File: src/rtl/xtl_pkg.sv
// shared types, constants and helpers for the xml token lexer
// no dependencies; imported by every module of the block
`default_nettype none

package xtl_pkg;

  localparam int NAME_DEPTH_DEF  = 32;
  localparam int SPACE_DEPTH_DEF = 16;
  localparam int MAX_RESULTS     = 36;
  localparam int CNT_W           = 6;

  localparam logic [7:0] CH_LT    = 8'h3C;
  localparam logic [7:0] CH_SLASH = 8'h2F;
  localparam logic [7:0] CH_GT    = 8'h3E;
  localparam logic [7:0] CH_QM    = 8'h3F;
  localparam logic [7:0] CH_QUOTE = 8'h22;
  localparam logic [7:0] CH_EQ    = 8'h3D;

  localparam logic [3:0] K_UNDEF      = 4'd0;
  localparam logic [3:0] K_OPEN       = 4'd1;
  localparam logic [3:0] K_CLOSE      = 4'd2;
  localparam logic [3:0] K_PI_OPEN    = 4'd3;
  localparam logic [3:0] K_PI_CLOSE   = 4'd4;
  localparam logic [3:0] K_ATTR_NAME  = 4'd5;
  localparam logic [3:0] K_ATTR_VALUE = 4'd6;
  localparam logic [3:0] K_TEXT       = 4'd7;
  localparam logic [3:0] K_END        = 4'd8;

  typedef enum logic [3:0] {
    M_IDLE, M_TAG_START, M_CLOSE_START, M_PI_START, M_NAME_OPEN, M_NAME_CLOSE,
    M_NAME_PI, M_ATTR_NAME, M_ATTR_VALUE, M_TEXT, M_SWALLOW
  } mode_t;

  typedef enum logic [1:0] {B_NONE, B_ONE, B_REPLAY, B_SPACE} body_t;

  typedef enum logic [1:0] {SRC_PRE, SRC_ONE, SRC_MEM, SRC_CHAR} src_t;

  typedef enum logic [2:0] {ST_IDLE, ST_PRE, ST_FETCH, ST_MEM, ST_ONE, ST_CHAR} ctl_state_t;

  typedef struct packed {
    logic load;
    logic emit;
    src_t src;
    logic idx_inc;
  } cmd_t;

  typedef struct packed {
    logic  out_free;
    logic  nxt_pre;
    body_t nxt_body;
    body_t body;
    logic  last;
    logic  more;
  } sts_t;

  function automatic logic is_ws(input logic [7:0] c);
    return (c == 8'h20) || ((c >= 8'h09) && (c <= 8'h0D));
  endfunction

endpackage

`default_nettype wire

File: src/rtl/xtl_datapath.sv
// lexer datapath: byte decode, lexer state, name and space stores, output register
// depends on xtl_pkg
`default_nettype none

module xtl_datapath import xtl_pkg::*; #(
  parameter int NAME_DEPTH  = NAME_DEPTH_DEF,
  parameter int SPACE_DEPTH = SPACE_DEPTH_DEF
) (
  input  wire logic       clk,
  input  wire logic       rst_n,
  input  wire logic [7:0] in_byte,
  input  wire logic       in_end,
  input  wire cmd_t       cmd,
  output sts_t            sts,
  input  wire logic       out_tready,
  output logic            out_valid,
  output logic [3:0]      out_kind,
  output logic            out_has,
  output logic [7:0]      out_char,
  output logic            out_st,
  output logic            out_en,
  output logic            out_last
);

  localparam int NLEN_W = $clog2(NAME_DEPTH + 1);
  localparam int SLEN_W = $clog2(SPACE_DEPTH + 1);
  localparam int LEN_W  = (NLEN_W > SLEN_W) ? NLEN_W : SLEN_W;
  localparam int NAW    = $clog2(NAME_DEPTH);
  localparam int SAW    = $clog2(SPACE_DEPTH);

  mode_t             mode_r, mode_nxt;
  logic              inside_r, inside_nxt;
  logic              between_r, between_nxt;
  logic [NLEN_W-1:0] nlen_r, nlen_nxt;
  logic [SLEN_W-1:0] scnt_r, scnt_nxt;

  logic [7:0] name_mem  [NAME_DEPTH];
  logic [7:0] space_mem [SPACE_DEPTH];
  logic [7:0] name_rd_r, space_rd_r;
  logic           name_we, space_we;
  logic [NAW-1:0] name_wa;

  // registered plan of the results of the current word
  logic             pre_nxt;
  logic [3:0]       prek_r, prek_nxt;
  body_t            body_r, body_nxt;
  logic [3:0]       onek_r, onek_nxt;
  logic             oneh_r, oneh_nxt;
  logic [7:0]       onec_r, onec_nxt;
  logic             ones_r, ones_nxt;
  logic             onee_r, onee_nxt;
  logic [LEN_W-1:0] plen_r, plen_nxt;
  logic [LEN_W-1:0] idx_r;
  logic [CNT_W-1:0] cnt_r;

  logic       out_valid_r;
  logic [3:0] kind_r;
  logic       has_r, st_r, en_r, last_r;
  logic [7:0] char_r;

  logic       ws;
  logic [3:0] tk;
  logic       bn, nm;
  logic [3:0] bn_kind, nm_kind;
  mode_t      bn_mode;

  logic [3:0] e_kind;
  logic       e_has, e_st, e_en, e_last, fin;
  logic [7:0] e_char;

  assign ws = is_ws(in_byte);
  assign tk = between_r ? K_TEXT : K_UNDEF;

  always_comb begin
    mode_nxt    = mode_r;
    inside_nxt  = inside_r;
    between_nxt = between_r;
    nlen_nxt    = nlen_r;
    scnt_nxt    = scnt_r;
    name_we     = 1'b0;
    name_wa     = nlen_r[NAW-1:0];
    space_we    = 1'b0;
    pre_nxt     = 1'b0;
    prek_nxt    = K_UNDEF;
    body_nxt    = B_NONE;
    onek_nxt    = K_UNDEF;
    oneh_nxt    = 1'b0;
    onec_nxt    = 8'h00;
    ones_nxt    = 1'b0;
    onee_nxt    = 1'b0;
    plen_nxt    = '0;
    bn          = 1'b0;
    bn_kind     = K_OPEN;
    bn_mode     = M_NAME_OPEN;
    nm          = 1'b0;
    nm_kind     = K_OPEN;
    if (in_end) begin
      case (mode_r)
        M_NAME_OPEN: begin
          pre_nxt = 1'b1; prek_nxt = K_OPEN; between_nxt = 1'b1;
        end
        M_NAME_CLOSE: begin
          pre_nxt = 1'b1; prek_nxt = K_CLOSE; between_nxt = 1'b0;
        end
        M_NAME_PI: begin
          pre_nxt = 1'b1; prek_nxt = K_PI_OPEN;
        end
        M_ATTR_NAME: begin
          pre_nxt = 1'b1; prek_nxt = K_ATTR_NAME;
        end
        M_ATTR_VALUE: begin
          pre_nxt = 1'b1; prek_nxt = K_ATTR_VALUE;
        end
        M_TEXT: begin
          pre_nxt = 1'b1; prek_nxt = tk; scnt_nxt = '0;
        end
        default: ;
      endcase
      mode_nxt = M_IDLE;
      body_nxt = B_ONE;
      onek_nxt = K_END;
      ones_nxt = 1'b1;
      onee_nxt = 1'b1;
    end else begin
      case (mode_r)
        M_TAG_START: begin
          if (!ws) begin
            if (in_byte == CH_GT) begin
              body_nxt = B_ONE; onek_nxt = K_OPEN; ones_nxt = 1'b1; onee_nxt = 1'b1;
              between_nxt = 1'b1;
              mode_nxt = M_IDLE;
            end else if (in_byte == CH_SLASH) begin
              mode_nxt = M_CLOSE_START;
            end else if (in_byte == CH_QM) begin
              mode_nxt = M_PI_START;
            end else begin
              bn = 1'b1; bn_kind = K_OPEN; bn_mode = M_NAME_OPEN;
            end
          end
        end
        M_CLOSE_START: begin
          if (!ws) begin
            if (in_byte == CH_GT) begin
              body_nxt = B_ONE; onek_nxt = K_CLOSE; ones_nxt = 1'b1; onee_nxt = 1'b1;
              between_nxt = 1'b0;
              mode_nxt = M_IDLE;
            end else begin
              bn = 1'b1; bn_kind = K_CLOSE; bn_mode = M_NAME_CLOSE;
            end
          end
        end
        M_PI_START: begin
          if (!ws) begin
            bn = 1'b1; bn_kind = K_PI_OPEN; bn_mode = M_NAME_PI;
          end
        end
        M_NAME_OPEN: begin
          nm = 1'b1; nm_kind = K_OPEN;
        end
        M_NAME_CLOSE: begin
          nm = 1'b1; nm_kind = K_CLOSE;
        end
        M_NAME_PI: begin
          nm = 1'b1; nm_kind = K_PI_OPEN;
        end
        M_ATTR_NAME: begin
          if (!ws) begin
            body_nxt = B_ONE; onek_nxt = K_ATTR_NAME;
            if (in_byte == CH_EQ) begin
              onee_nxt = 1'b1; mode_nxt = M_IDLE;
            end else begin
              oneh_nxt = 1'b1; onec_nxt = in_byte;
            end
          end
        end
        M_ATTR_VALUE: begin
          body_nxt = B_ONE; onek_nxt = K_ATTR_VALUE;
          if (in_byte == CH_QUOTE) begin
            onee_nxt = 1'b1; mode_nxt = M_IDLE;
          end else begin
            oneh_nxt = 1'b1; onec_nxt = in_byte;
          end
        end
        M_TEXT: begin
          if (in_byte == CH_LT) begin
            pre_nxt = 1'b1; prek_nxt = tk; scnt_nxt = '0;
            nlen_nxt = '0; mode_nxt = M_TAG_START;
          end else if (ws) begin
            if (scnt_r < SLEN_W'(SPACE_DEPTH)) begin
              space_we = 1'b1;
              scnt_nxt = scnt_r + 1'b1;
            end
          end else begin
            // held whitespace goes out ahead of the character
            onek_nxt = tk; oneh_nxt = 1'b1; onec_nxt = in_byte;
            body_nxt = (scnt_r != '0) ? B_SPACE : B_ONE;
            plen_nxt = LEN_W'(scnt_r);
            scnt_nxt = '0;
          end
        end
        M_SWALLOW: begin
          if (!ws) mode_nxt = M_IDLE;
        end
        default: begin
          mode_nxt = M_IDLE;
          if (!ws) begin
            if (in_byte == CH_LT) begin
              nlen_nxt = '0; mode_nxt = M_TAG_START;
            end else if (in_byte == CH_SLASH) begin
              between_nxt = 1'b0;
              onek_nxt = K_CLOSE;
              if (nlen_r == '0) begin
                body_nxt = B_ONE; ones_nxt = 1'b1; onee_nxt = 1'b1;
              end else begin
                body_nxt = B_REPLAY; plen_nxt = LEN_W'(nlen_r);
              end
            end else if (in_byte == CH_GT) begin
              inside_nxt = 1'b0;
            end else if (in_byte == CH_QM) begin
              body_nxt = B_ONE; onek_nxt = K_PI_CLOSE; ones_nxt = 1'b1; onee_nxt = 1'b1;
              mode_nxt = M_SWALLOW;
            end else if (in_byte == CH_QUOTE) begin
              body_nxt = B_ONE; onek_nxt = K_ATTR_VALUE; ones_nxt = 1'b1;
              mode_nxt = M_ATTR_VALUE;
            end else begin
              body_nxt = B_ONE; oneh_nxt = 1'b1; onec_nxt = in_byte; ones_nxt = 1'b1;
              if (inside_r) begin
                onek_nxt = K_ATTR_NAME; mode_nxt = M_ATTR_NAME;
              end else begin
                onek_nxt = tk; scnt_nxt = '0; mode_nxt = M_TEXT;
              end
            end
          end
        end
      endcase

      if (bn) begin
        inside_nxt = 1'b1;
        body_nxt = B_ONE; onek_nxt = bn_kind; oneh_nxt = 1'b1; onec_nxt = in_byte;
        ones_nxt = 1'b1;
        name_we = 1'b1; name_wa = '0; nlen_nxt = NLEN_W'(1);
        mode_nxt = bn_mode;
      end

      if (nm) begin
        if (in_byte == CH_SLASH) begin
          // name ends, slash then replays the stored name as a close tag
          pre_nxt = 1'b1; prek_nxt = nm_kind;
          between_nxt = 1'b0; mode_nxt = M_IDLE;
          onek_nxt = K_CLOSE;
          if (nlen_r == '0) begin
            body_nxt = B_ONE; ones_nxt = 1'b1; onee_nxt = 1'b1;
          end else begin
            body_nxt = B_REPLAY; plen_nxt = LEN_W'(nlen_r);
          end
        end else if (ws || (in_byte == CH_GT)) begin
          if (in_byte == CH_GT) inside_nxt = 1'b0;
          body_nxt = B_ONE; onek_nxt = nm_kind; onee_nxt = 1'b1;
          if (nm_kind == K_OPEN) between_nxt = 1'b1;
          else if (nm_kind == K_CLOSE) between_nxt = 1'b0;
          mode_nxt = M_IDLE;
        end else begin
          body_nxt = B_ONE; onek_nxt = nm_kind; oneh_nxt = 1'b1; onec_nxt = in_byte;
          if (nlen_r < NLEN_W'(NAME_DEPTH)) begin
            name_we = 1'b1; nlen_nxt = nlen_r + 1'b1;
          end
        end
      end
    end
  end

  always_ff @(posedge clk) begin
    if (cmd.load && name_we) name_mem[name_wa] <= in_byte;
    if (cmd.load && space_we) space_mem[scnt_r[SAW-1:0]] <= in_byte;
    name_rd_r  <= name_mem[idx_r[NAW-1:0]];
    space_rd_r <= space_mem[idx_r[SAW-1:0]];
  end

  // result selection for the current emit source
  assign fin = (idx_r + 1'b1) == plen_r;

  always_comb begin
    e_kind = onek_r;
    e_has  = 1'b1;
    e_char = onec_r;
    e_st   = 1'b0;
    e_en   = 1'b0;
    e_last = 1'b1;
    case (cmd.src)
      SRC_PRE: begin
        e_kind = prek_r; e_has = 1'b0; e_char = 8'h00; e_en = 1'b1;
        e_last = (body_r == B_NONE);
      end
      SRC_ONE: begin
        e_has = oneh_r; e_st = ones_r; e_en = onee_r;
      end
      SRC_MEM: begin
        if (body_r == B_REPLAY) begin
          e_kind = K_CLOSE; e_char = name_rd_r;
          e_st = (idx_r == '0); e_en = fin; e_last = fin;
        end else begin
          e_char = space_rd_r; e_last = 1'b0;
        end
      end
      default: ;
    endcase
    if (cnt_r == CNT_W'(MAX_RESULTS - 1)) e_last = 1'b1;
  end

  always_ff @(posedge clk) begin
    if (!rst_n) begin
      mode_r      <= M_IDLE;
      inside_r    <= 1'b0;
      between_r   <= 1'b0;
      nlen_r      <= '0;
      scnt_r      <= '0;
      out_valid_r <= 1'b0;
      idx_r       <= '0;
      cnt_r       <= '0;
    end else begin
      if (cmd.load) begin
        mode_r    <= mode_nxt;
        inside_r  <= inside_nxt;
        between_r <= between_nxt;
        nlen_r    <= nlen_nxt;
        scnt_r    <= scnt_nxt;
        idx_r     <= '0;
        cnt_r     <= '0;
      end else begin
        if (cmd.idx_inc) idx_r <= idx_r + 1'b1;
        if (cmd.emit) cnt_r <= cnt_r + 1'b1;
      end
      if (cmd.emit) out_valid_r <= 1'b1;
      else if (out_tready) out_valid_r <= 1'b0;
    end
  end

  always_ff @(posedge clk) begin
    if (cmd.load) begin
      prek_r <= prek_nxt;
      body_r <= body_nxt;
      onek_r <= onek_nxt;
      oneh_r <= oneh_nxt;
      onec_r <= onec_nxt;
      ones_r <= ones_nxt;
      onee_r <= onee_nxt;
      plen_r <= plen_nxt;
    end
    if (cmd.emit) begin
      kind_r <= e_kind;
      has_r  <= e_has;
      char_r <= e_char;
      st_r   <= e_st;
      en_r   <= e_en;
      last_r <= e_last;
    end
  end

  assign sts.out_free = !out_valid_r || out_tready;
  assign sts.nxt_pre  = pre_nxt;
  assign sts.nxt_body = body_nxt;
  assign sts.body     = body_r;
  assign sts.last     = e_last;
  assign sts.more     = !fin;

  assign out_valid = out_valid_r;
  assign out_kind  = kind_r;
  assign out_has   = has_r;
  assign out_char  = char_r;
  assign out_st    = st_r;
  assign out_en    = en_r;
  assign out_last  = last_r;

endmodule

`default_nettype wire

File: src/rtl/xtl_ctrl.sv
// lexer controller: sequences the results of one word into the output register
// depends on xtl_pkg
`default_nettype none

module xtl_ctrl import xtl_pkg::*; (
  input  wire logic clk,
  input  wire logic rst_n,
  input  wire logic in_tvalid,
  output logic      in_tready,
  input  wire sts_t sts,
  output cmd_t      cmd
);

  ctl_state_t state_r, state_nxt;

  always_comb begin
    state_nxt = state_r;
    case (state_r)
      ST_IDLE: begin
        if (cmd.load) begin
          if (sts.nxt_pre) state_nxt = ST_PRE;
          else begin
            case (sts.nxt_body)
              B_ONE:    state_nxt = ST_ONE;
              B_REPLAY: state_nxt = ST_FETCH;
              B_SPACE:  state_nxt = ST_FETCH;
              default:  state_nxt = ST_IDLE;
            endcase
          end
        end
      end
      ST_PRE: begin
        if (cmd.emit) begin
          if (sts.last) state_nxt = ST_IDLE;
          else if (sts.body == B_ONE) state_nxt = ST_ONE;
          else state_nxt = ST_FETCH;
        end
      end
      ST_FETCH: state_nxt = ST_MEM;
      ST_MEM: begin
        if (cmd.emit) begin
          if (sts.last) state_nxt = ST_IDLE;
          else if (sts.more) state_nxt = ST_FETCH;
          else state_nxt = ST_CHAR;
        end
      end
      ST_ONE, ST_CHAR: begin
        if (cmd.emit) state_nxt = ST_IDLE;
      end
      default: state_nxt = ST_IDLE;
    endcase
  end

  always_comb begin
    in_tready   = (state_r == ST_IDLE);
    cmd.load    = in_tvalid && (state_r == ST_IDLE);
    cmd.emit    = 1'b0;
    cmd.src     = SRC_ONE;
    cmd.idx_inc = 1'b0;
    case (state_r)
      ST_PRE: begin
        cmd.src = SRC_PRE; cmd.emit = sts.out_free;
      end
      ST_MEM: begin
        cmd.src = SRC_MEM; cmd.emit = sts.out_free; cmd.idx_inc = sts.out_free;
      end
      ST_ONE: begin
        cmd.src = SRC_ONE; cmd.emit = sts.out_free;
      end
      ST_CHAR: begin
        cmd.src = SRC_CHAR; cmd.emit = sts.out_free;
      end
      default: ;
    endcase
  end

  always_ff @(posedge clk) begin
    if (!rst_n) state_r <= ST_IDLE;
    else state_r <= state_nxt;
  end

endmodule

`default_nettype wire

File: src/rtl/xml_token_lexer.sv
// sequencing: a word is taken only while the controller is idle; its first result
//   is registered from state PRE or ONE, or via FETCH and MEM from the name or whitespace store
// flow: a word with no result leaves the controller idle; other words hold off input
//   until their last result is out; each replayed name char or flushed space passes FETCH then MEM
// reset: synchronous active-low rst_n returns the lexer to idle between tokens and
//   clears the name length and held-space count; store contents are not cleared
`default_nettype none

module xml_token_lexer import xtl_pkg::*; #(
  parameter int NAME_DEPTH  = NAME_DEPTH_DEF,
  parameter int SPACE_DEPTH = SPACE_DEPTH_DEF
) (
  input  wire logic        clk,
  input  wire logic        rst_n,
  input  wire logic        in_tvalid,
  output logic             in_tready,
  input  wire logic [7:0]  in_tdata,   // [7:0] data_byte
  input  wire logic        in_tlast,   // stream_end
  output logic             out_tvalid,
  input  wire logic        out_tready,
  output logic [15:0]      out_tdata,  // [7:0] char_value, [8] starts_token, [9] ends_token
  output logic [4:0]       out_tuser,  // [3:0] token_kind, [4] has_char
  output logic             out_tlast   // last_of_run
);

  cmd_t cmd;
  sts_t sts;

  logic [3:0] kind;
  logic       has, st, en;
  logic [7:0] chr;

  // controller walks the planned results of each word
  xtl_ctrl u_ctrl (
    .clk       (clk),
    .rst_n     (rst_n),
    .in_tvalid (in_tvalid),
    .in_tready (in_tready),
    .sts       (sts),
    .cmd       (cmd)
  );

  // datapath decodes the word, holds lexer state, stores and output register
  xtl_datapath #(
    .NAME_DEPTH  (NAME_DEPTH),
    .SPACE_DEPTH (SPACE_DEPTH)
  ) u_dp (
    .clk        (clk),
    .rst_n      (rst_n),
    .in_byte    (in_tdata),
    .in_end     (in_tlast),
    .cmd        (cmd),
    .sts        (sts),
    .out_tready (out_tready),
    .out_valid  (out_tvalid),
    .out_kind   (kind),
    .out_has    (has),
    .out_char   (chr),
    .out_st     (st),
    .out_en     (en),
    .out_last   (out_tlast)
  );

  // pack result fields, pad bits held at zero
  assign out_tdata = {6'b0, en, st, chr};
  assign out_tuser = {has, kind};

endmodule

`default_nettype wire

File: config.mk
export PLATFORM = sky130hd
export DESIGN_NAME = xml_token_lexer
export DESIGN_NICKNAME = d
export VERILOG_FILES = /design/src/rtl/xtl_pkg.sv /design/src/rtl/xtl_datapath.sv /design/src/rtl/xtl_ctrl.sv /design/src/rtl/xml_token_lexer.sv
export SDC_FILE = /design/constraint.sdc
export NUM_CORES = 1
export LEC_CHECK = 0
export CORE_UTILIZATION = 37
export CTS_CLUSTER_SIZE = 40
export DETAILED_ROUTE_END_ITERATION = 6
export DONT_BUFFER_PORTS = 1
export SYNTH_ARGS = -nofsm -noshare
export SYNTH_HDL_FRONTEND = slang
export SYNTH_HIERARCHICAL = 1
export SYNTH_SLANG_ARGS = --single-unit
File: constraint.sdc
create_clock -name clk -period 4.4 [get_ports clk]
set_input_delay 0.88 -clock clk [delete_from_list [all_inputs] [get_ports clk]]
set_output_delay 0.88 -clock clk [all_outputs]
set_load 0.01 [all_outputs]
After elaboration in Yosys (flattened, before gate mapping)
Memory sizes are Yosys's and may differ from the RTL's. A register that Yosys moved wholly into a read port is not among the register bits.
Cells that the tools add are included.
Widths: inputs -> output; s select.
- word-level logic and storage cells: 359
- flip-flop bits (word level): 76
- input port bits: 13
- memories kept: 2
- output and inout port bits: 24
- memory bits (writable): 384
- memories (memory ; words ; bits a word ; rd ports ; clocked after memory_dff ; wr ports ; line ; text):
    u_dp.name_mem ; 32 ; 8 ; 1 ; 1 ; 1 ; xtl_datapath.sv:37 ; logic [7:0] name_mem [NAME_DEPTH];
    u_dp.space_mem ; 16 ; 8 ; 1 ; 1 ; 1 ; xtl_datapath.sv:38 ; logic [7:0] space_mem [SPACE_DEPTH];
- reductions and logical operators: 32
- bitwise operators: 2
- multiplexer cells: 244
- magnitude comparators: 4
- eq/ne operators: 48
- $add $sub $neg: 4
- operator list (cell ; count):
    $mux 4 ; 46
    $mux 8 ; 15
    $mux 1 ; 100
    $mux 6 ; 15
    $mux 5 ; 15
    $eq 8x6->1 const B ; 7
    $pmux 4 s6 ; 2
    $mux 3 ; 11
    $mux 2 ; 16
    $pmux 8 s4 ; 1
    $pmux 4 s7 ; 1
    $pmux 4 s2 ; 3
    $pmux 6 s2 ; 2
    $ne 2x2->1 const B ; 10
    $add 6x1->6 const B ; 3
    $eq 4x3->1 const B ; 4
    $pmux 8 s2 ; 1
    $pmux 3 s5 ; 1
    $eq 4x2->1 const B ; 3
    $eq 4x4->1 const B ; 3
    $logic_not 6->1 ; 2
    $pmux 3 s4 ; 1
    $reduce_or 6->1 ; 2
    $reduce_and 11->1 ; 1
    41 further kinds ; 69

Logic depth before layout (Yosys ltp)
Gate-level depths: netlist of the first run.
- depth in word-level cells: 16
- depth in mapped cells: 14
- depth with buffers taken out: 10

Cells and area by module
Netlist of the first run, hierarchy kept.
- by module, submodules not included (module ; cells an instance ; times used ; area an instance (um2) ; sequential area each (um2)):
    xtl_datapath ; 1141 ; 1 ; 19658.9 ; 13713.2
    xtl_ctrl ; 41 ; 1 ; 299.0 ; 60.1
    xml_token_lexer ; 10 ; 1 ; 71.3 ; 0.0

Least setup slack after synthesis of the first run
No wires, ideal clock.
- path type: input -> register
- start point: input out_tready
- end point: register u_dp.cnt_r[5]
- stages: 6
- buffers on the path: 1
- setup slack: 1.003 ns
- library setup time: 0.070 ns
- required time: 4.330 ns
- arrival: 3.326 ns
- cell sequence: nand2b_1 a21boi_0 clkbuf_1 nand4_1 or3_1 a21oi_1
- RTL lines (what ; line ; text):
    start: declaration ; xml_token_lexer.sv:20 ; input wire logic out_tready,
    end signal: assignment ; xtl_datapath.sv:331 ; if (cmd.emit) cnt_r <= cnt_r + 1'b1;
    end: declaration ; xtl_datapath.sv:54 ; logic [CNT_W-1:0] cnt_r;

==> results of run 1 <==
flip-flops by register name (all words and copies together), names as in the netlist, 8 cells and up:
name and flops:
u_dp/space_mem 128, u_dp/space_rd_r 8, u_dp/onec_r 8, u_dp/out_char 8
u_dp/name_rd_r 8, u_dp/name_mem 256
kinds of logic after synthesis:
| group | after synthesis | share of synthesized area |
|---|---|---|
| DFF | 475 | 0.688 |
| muxes | 131 | 0.141 |
| other | 1 | 0.000187 |
| adders and majority gates | 13 | 0.00812 |
| buffers and inverters | 108 | 0.0241 |
| AOI/OAI and AO/OA | 164 | 0.0605 |
| xor gates and xnor gates | 17 | 0.00743 |
| and+or+nand+nor | 283 | 0.0711 |
worst reg2reg max path: stages (launching register included):
cell and delay [ns]:
dfxtp_1 0.43, nor3_4 0.34, and2_1 0.22, buf_4 0.40, inv_1 0.19, nor2_1 0.33
nand2_1 0.29, nor2_1 0.68
worst max path at each step:
stage | startpoint | to | slack, ns | cells past startpoint
finish | u_ctrl/state_r[1]$_SDFFE_PN0P_ | u_dp/space_mem[10][1]$_DFFE_PP_ | 1.15 | 7
detailed placement | in_tdata[7] | u_dp/space_mem[7][6]$_DFFE_PP_ | 0.93 | 7
global placement | in_tdata[7] | u_dp/space_mem[11][4]$_DFFE_PP_ | 0.99 | 7
CTS | u_dp/mode_r[2]$_SDFFE_PN0P_ | u_dp/name_mem[31][7]$_DFFE_PP_ | 1.18 | 5
global route | u_ctrl/state_r[1]$_SDFFE_PN0P_ | u_dp/space_mem[10][1]$_DFFE_PP_ | 0.91 | 7
floorplan | out_tready | u_dp/cnt_r[5]$_SDFFE_PP0P_ | 1.00 | 6
synth_stat cells (all sizes together) (8+ instances only):
cell type,count
edfxtp,426
mux4,120
nor2,107
nand2,53
dfxtp,49
buf,39
clkbuf,38
o21ai,35
a21oi,31
inv,31
nand3,22
nand2b,19
nor3,16
a31oi,14
ha,13
xor2,10
a222oi,8
mux2,8
nand4,8
o211ai,8
stage by stage:
step	power (mW)	instances	setup slack (ns)	util
floorplan	5.34	1197	1.00	-
global placement	5.42	1853	0.987	0.395
detailed placement	5.42	1853	0.930	0.395
CTS	9.38	1945	1.18	0.424
global route	9.58	1945	0.914	0.424
finish	9.28	1945	1.15	0.424
cell type report:
type | count | area share
Clock buffer | 61 | 0.0598
Sequential cell | 475 | 0.614
Tap cell | 688 | 0.0383
Multi-Input combinational cell | 614 | 0.258
Timing Repair Buffer | 45 | 0.0162
Inverter | 31 | 0.00518
Clock inverter | 31 | 0.00875
power breakdown:
group	switching (mW)	internal (mW)
Sequential	0.0355	4.97
Clock	1.73	2.23
Combinational	0.213	0.109
Total	1.97	7.31
layer usage:
| metal | global-route usage | up-vias |
|---|---|---|
| li1 | - | 4808 |
| met1 | 0.239 | 5685 |
| met2 | 0.278 | 402 |
| met3 | 0.0266 | 76 |
| met4 | 0.0546 | 0 |
| met5 | 0 | - |
==> results.cfg, run 1 <==
[timing]
min_period_ns = 3.25
setup_tns_ns = 0
setup_viol = 0
post-route-period-util = 0.738
slew_headroom = 0.436
grt_setup_unrepaired = no
timing.hold.ws_ns = 0.395
max_freq_mhz = 308
tightestPinTransition_ns = 0.843
hold_viol = 0
final_max_slew_viol_count = 0
skew_ns = 0.0229

[synthesis]
ys.warnings.count = 6
async_flop_share = 0
synth_edf_count = 426
synthesis.instances = 1192
ys_seq_area_frac = 0.688
synth.distinct_cells = 86
synthTopCellsByArea = edfxtp_1 64%, mux4_2 13%, dfxtp_1 4.9%
syn_avg_cell_area_um2 = 16.8
syn_area_um2 = 20000
synth.top_cell.area_share = 0.639
yosysTopAreaCell = edfxtp_1
synth_flop_cell = edfxtp_1
synth_seq_cells = 475

[grt]
grtUsageTotal = 0.172
grt_antenna_before_repair = 0
grt_pass1_vias = 10931
gr-total-overflow = 0
grt_pass1_wl_um = 71600
grt_max_degree = 66

[routing]
met2_wirelength_um = 22600
wl_met1_um = 20500
dr.first_iter.drc_count = 994
antenna_left = 0
dr.pass1.iters = 6
drt-wirelength-per-cell_um = 24.1
drt_wl_total_um = 46900
highest_layer = met4
post_drt_via_cell_ratio = 5.64
vias = 10971
drcViolationCount = 0
wl_met3_um = 2640

[clock_tree]
cts_tree = built
postCtsHoldBufs = 0
cts-buffers-inserted = 49
root_buffer = clkbuf_16
clock_sinks = 475
max-clock-path-buffers = 3
insertion_delay_ns = 0.59
cts_setup_buffers = 0
h-tree-depth = 2
cts.clk_slew.worst_paths_ns = 0.06
ctsResizeCount = 0

[floorplanning]
die_h_um = 235
die_area_um2 = 55100
die_w_um = 235
std_cell_rows = 84
core_um2 = 53000
start_util = 0.378
pin_count = 37

[worst_setup_path]
crit_required_ns = 4.63
timing.rr.end = u_dp/space_mem[10][1]$_DFFE_PP_
timing.critical_path.slowest_cell_delay_ns = 0.68
r2r_setup_slack_ns = 1.15
critical_path.startpoint_type = flip-flop
worstPathCellList = nor3_4 -> and2_1 -> buf_4 -> inv_1 -> nor2_1 -> nand2_1 -> nor2_1
crit_arrival_ns = 3.47
crit_family = simple AND/OR/NAND/NOR gates
path_max_fanout = 31
cp_common_cell = nor2_1
critPathKind = reg -> reg
reg2regPathDepth = 7
crit_buf_inv = 2
slowest_stage = nor2_1
rr_startpoint = u_ctrl/state_r[1]$_SDFFE_PN0P_
end_kind = flip-flop

[power]
leakagePower_nw = 6.92
ir_drop_mv = 0.275
power-per-cell-area_nw_per_um2 = 413

[cells_and_area]
syn_to_final_growth_pct = 12.1
seq_area_um2 = 13800
drive_above_1_share = 0.213
fin_area_um2 = 22500
final_nets = 1242
final_common_cell = edfxtp_1
final.fill_count = 4695
layout_common_cells = 426 x edfxtp_1, 120 x mux4_2, 107 x nor2_1
multi_input_area_um2 = 5800
diodes = 0

[placed_design]
dpl_cell_area_um2 = 20900
globalplace.congestion = 0.999
dp.final_hpwl_um = 29000
io_buffers = 0

[min_path]
hold_start = in_tdata[6]
hold_end = u_dp/space_mem[4][6]$_DFFE_PP_
hp-class = in -> reg
hold_depth = 0

[status]
outcome = finished clean

[job]
max_cap_viol_count = 0
Power figures use the tool's default switching activity.
==> run 2, diff against run 1 <==
==> constraint.sdc (replaced) <==
create_clock -name clk -period 2.86 [get_ports clk]
set_input_delay 0.572 -clock clk [delete_from_list [all_inputs] [get_ports clk]]
set_output_delay 0.572 -clock clk [all_outputs]
set_load 0.01 [all_outputs]
==> run 2 against run 1 <==
Net effect:
- critical path depth unchanged
- clock-buffer cell count decreased by 4
- critical endpoint is now u_dp/name_mem[31][0]$_DFFE_PP_
- power increased by 60%
- register-to-register slack got worse by 0.90 ns
- clock power increased by 67%
- core utilization increased by 0.95 points
- maximum frequency increased by 25%
==> results.cfg, run 2 (synthesized netlist as in run 1, its figures left out) <==
[status]
outcome = finished clean

[placed_design]
io_buffers = 0
dp.cells = 1904
dp.final_hpwl_um = 29900
pre_cts_ws_ns = 0.0812
globalplace.congestion = 0.940

[clock_tree]
h-tree-depth = 2
postCtsHoldBufs = 0
cts-buffers-inserted = 49
cts_tree = built
ctsResizeCount = 0
root_buffer = clkbuf_16
clock_sinks = 475
max-clock-path-buffers = 3
cts_setup_buffers = 0
cts.clk_slew.worst_paths_ns = 0.07
insertion_delay_ns = 0.61

[worst_setup_path]
crit_arrival_ns = 2.89
critical_path.startpoint_type = flip-flop
end_kind = flip-flop
crit_required_ns = 3.14
worstPathCellList = nor3_4 -> and2_2 -> nand2_1 -> a2111oi_4 -> nand3_2 -> nor2_1 -> buf_4
slowest_stage = dfxtp_1
critPathKind = reg -> reg
crit_family = simple AND/OR/NAND/NOR gates
path_max_fanout = 11
timing.critical_path.slowest_cell_delay_ns = 0.41
crit_buf_inv = 1

[cells_and_area]
syn_to_final_growth_pct = 14.6
largest_register_ffs = 256
diodes = 0
top_register = u_dp/name_mem
layout_common_cells = 426 x edfxtp_1, 120 x mux4_2, 107 x nor2_1
fin_cells = 1993
final_nets = 1293
drive_above_1_share = 0.248
final_common_cell = edfxtp_1

[grt]
grt_antenna_before_repair = 0
gr-total-overflow = 0
grt_max_degree = 72
grt_pass1_wl_um = 70700
grtUsageTotal = 0.170
grt_pass1_vias = 11259

[power]
power.switching_mw = 3.05
power.internal_mw = 11.8
power.clock.fraction = 0.445
power-per-cell-area_nw_per_um2 = 645
p_seq_frac = 0.520
comb_power_share = 0.035
p_sw_frac = 0.206
leakagePower_nw = 7.24
ir_drop_mv = 0.437

[min_path]
hp-class = in -> reg

[timing]
hold_viol = 0
setup_tns_ns = 0
post-route-period-util = 0.911
setup_viol = 0
grt_setup_unrepaired = no
slew_headroom = 0.565
min_period_ns = 2.60
timing.hold.ws_ns = 0.0754
setup_slack_ns = 0.256
final_max_slew_viol_count = 0
max_freq_mhz = 384
tightestPinTransition_ns = 0.651
skew_ns = 0.0242

[routing]
post_drt_via_cell_ratio = 5.55
drt-wirelength-per-cell_um = 23.4
antenna_left = 0
vias = 11052
drcViolationCount = 0
dr.pass1.iters = 6
dr.first_iter.drc_count = 868
drt_wl_total_um = 46700

[floorplanning]
core_um2 = 53000
pin_count = 37
start_util = 0.378
die_w_um = 235
die_h_um = 235
std_cell_rows = 84
die_area_um2 = 55100

[job]
max_cap_viol_count = 0
[run 2: changes by cell type in the layout (fill, tap and decap cells not counted), sizes merged]
cell      delta
clkbuf       -4
buf         +51
bufinv       +7
clkinvlp     +1
clkinv       -8
inv          +1
[run 2: power groups by stage]
stage / Sequential [mW] / Clock (mW) / Combinational, mW
2_1_floorplan: 7.83 / 0 / 0.387
3_3_place_gp: 7.85 / 0 / 0.509
3_5_place_dp: 7.85 / 0 / 0.508
4_1_cts: 7.70 / 6.74 / 0.510
5_1_grt: 7.70 / 6.96 / 0.555
6_report: 7.70 / 6.59 / 0.514
[run 2: stage by stage]
| step | utilization | total power, mW | area (um2) |
|---|---|---|---|
| finish | 0.433 | 14.8 | 23000 |
| global route | 0.433 | 15.2 | 23000 |
| CTS | 0.433 | 15.0 | 23000 |
| detailed placement | 0.402 | 8.36 | 21300 |
| global placement | 0.402 | 8.36 | 21300 |
| floorplan | - | 8.22 | 20000 |
[run 2: layout make-up]
| cell class | instances | area [um2] |
|---|---|---|
| sequential | 475 | 13800 |
| timing repair buffer | 96 | 746 |
| clock buffer | 57 | 1280 |
| multi-input combinational | 614 | 5800 |
| inverter | 31 | 116 |
| tap | 688 | 861 |
| fill | 4633 | 30000 |
| clock inverter | 32 | 380 |
[run 2: path summary, 6_finish.rpt]
kind / start / to / slack, ns / cells after the start
setup reg to reg: u_ctrl/state_r[1]$_SDFFE_PN0P_ / u_dp/name_mem[31][0]$_DFFE_PP_ / 0.26 / 7
setup / recovery: u_ctrl/state_r[1]$_SDFFE_PN0P_ / u_dp/name_mem[31][0]$_DFFE_PP_ / 0.26 / 7
hold reg to reg: u_dp/cnt_r[5]$_SDFFE_PP0P_ / u_dp/cnt_r[5]$_SDFFE_PP0P_ / 0.49 / 2
hold / removal: in_tdata[4] / u_dp/name_mem[20][4]$_DFFE_PP_ / 0.08 / 0
[run 2: worst register-to-register path: stages, from the launching register on]
cell and delay, ns:
dfxtp_1 0.41, nor3_4 0.35, and2_2 0.23, nand2_1 0.18, a2111oi_4 0.39, nand3_2 0.32
nor2_1 0.19, buf_4 0.22
[run 2: routing by layer]
layer	track usage	up-vias	share of wire
met1	0.237	5738	0.44
met3	0.0235	80	0.052
met4	0.0598	0	0.027
met2	0.274	322	0.48
met5	0	-	0
li1	-	4912	-
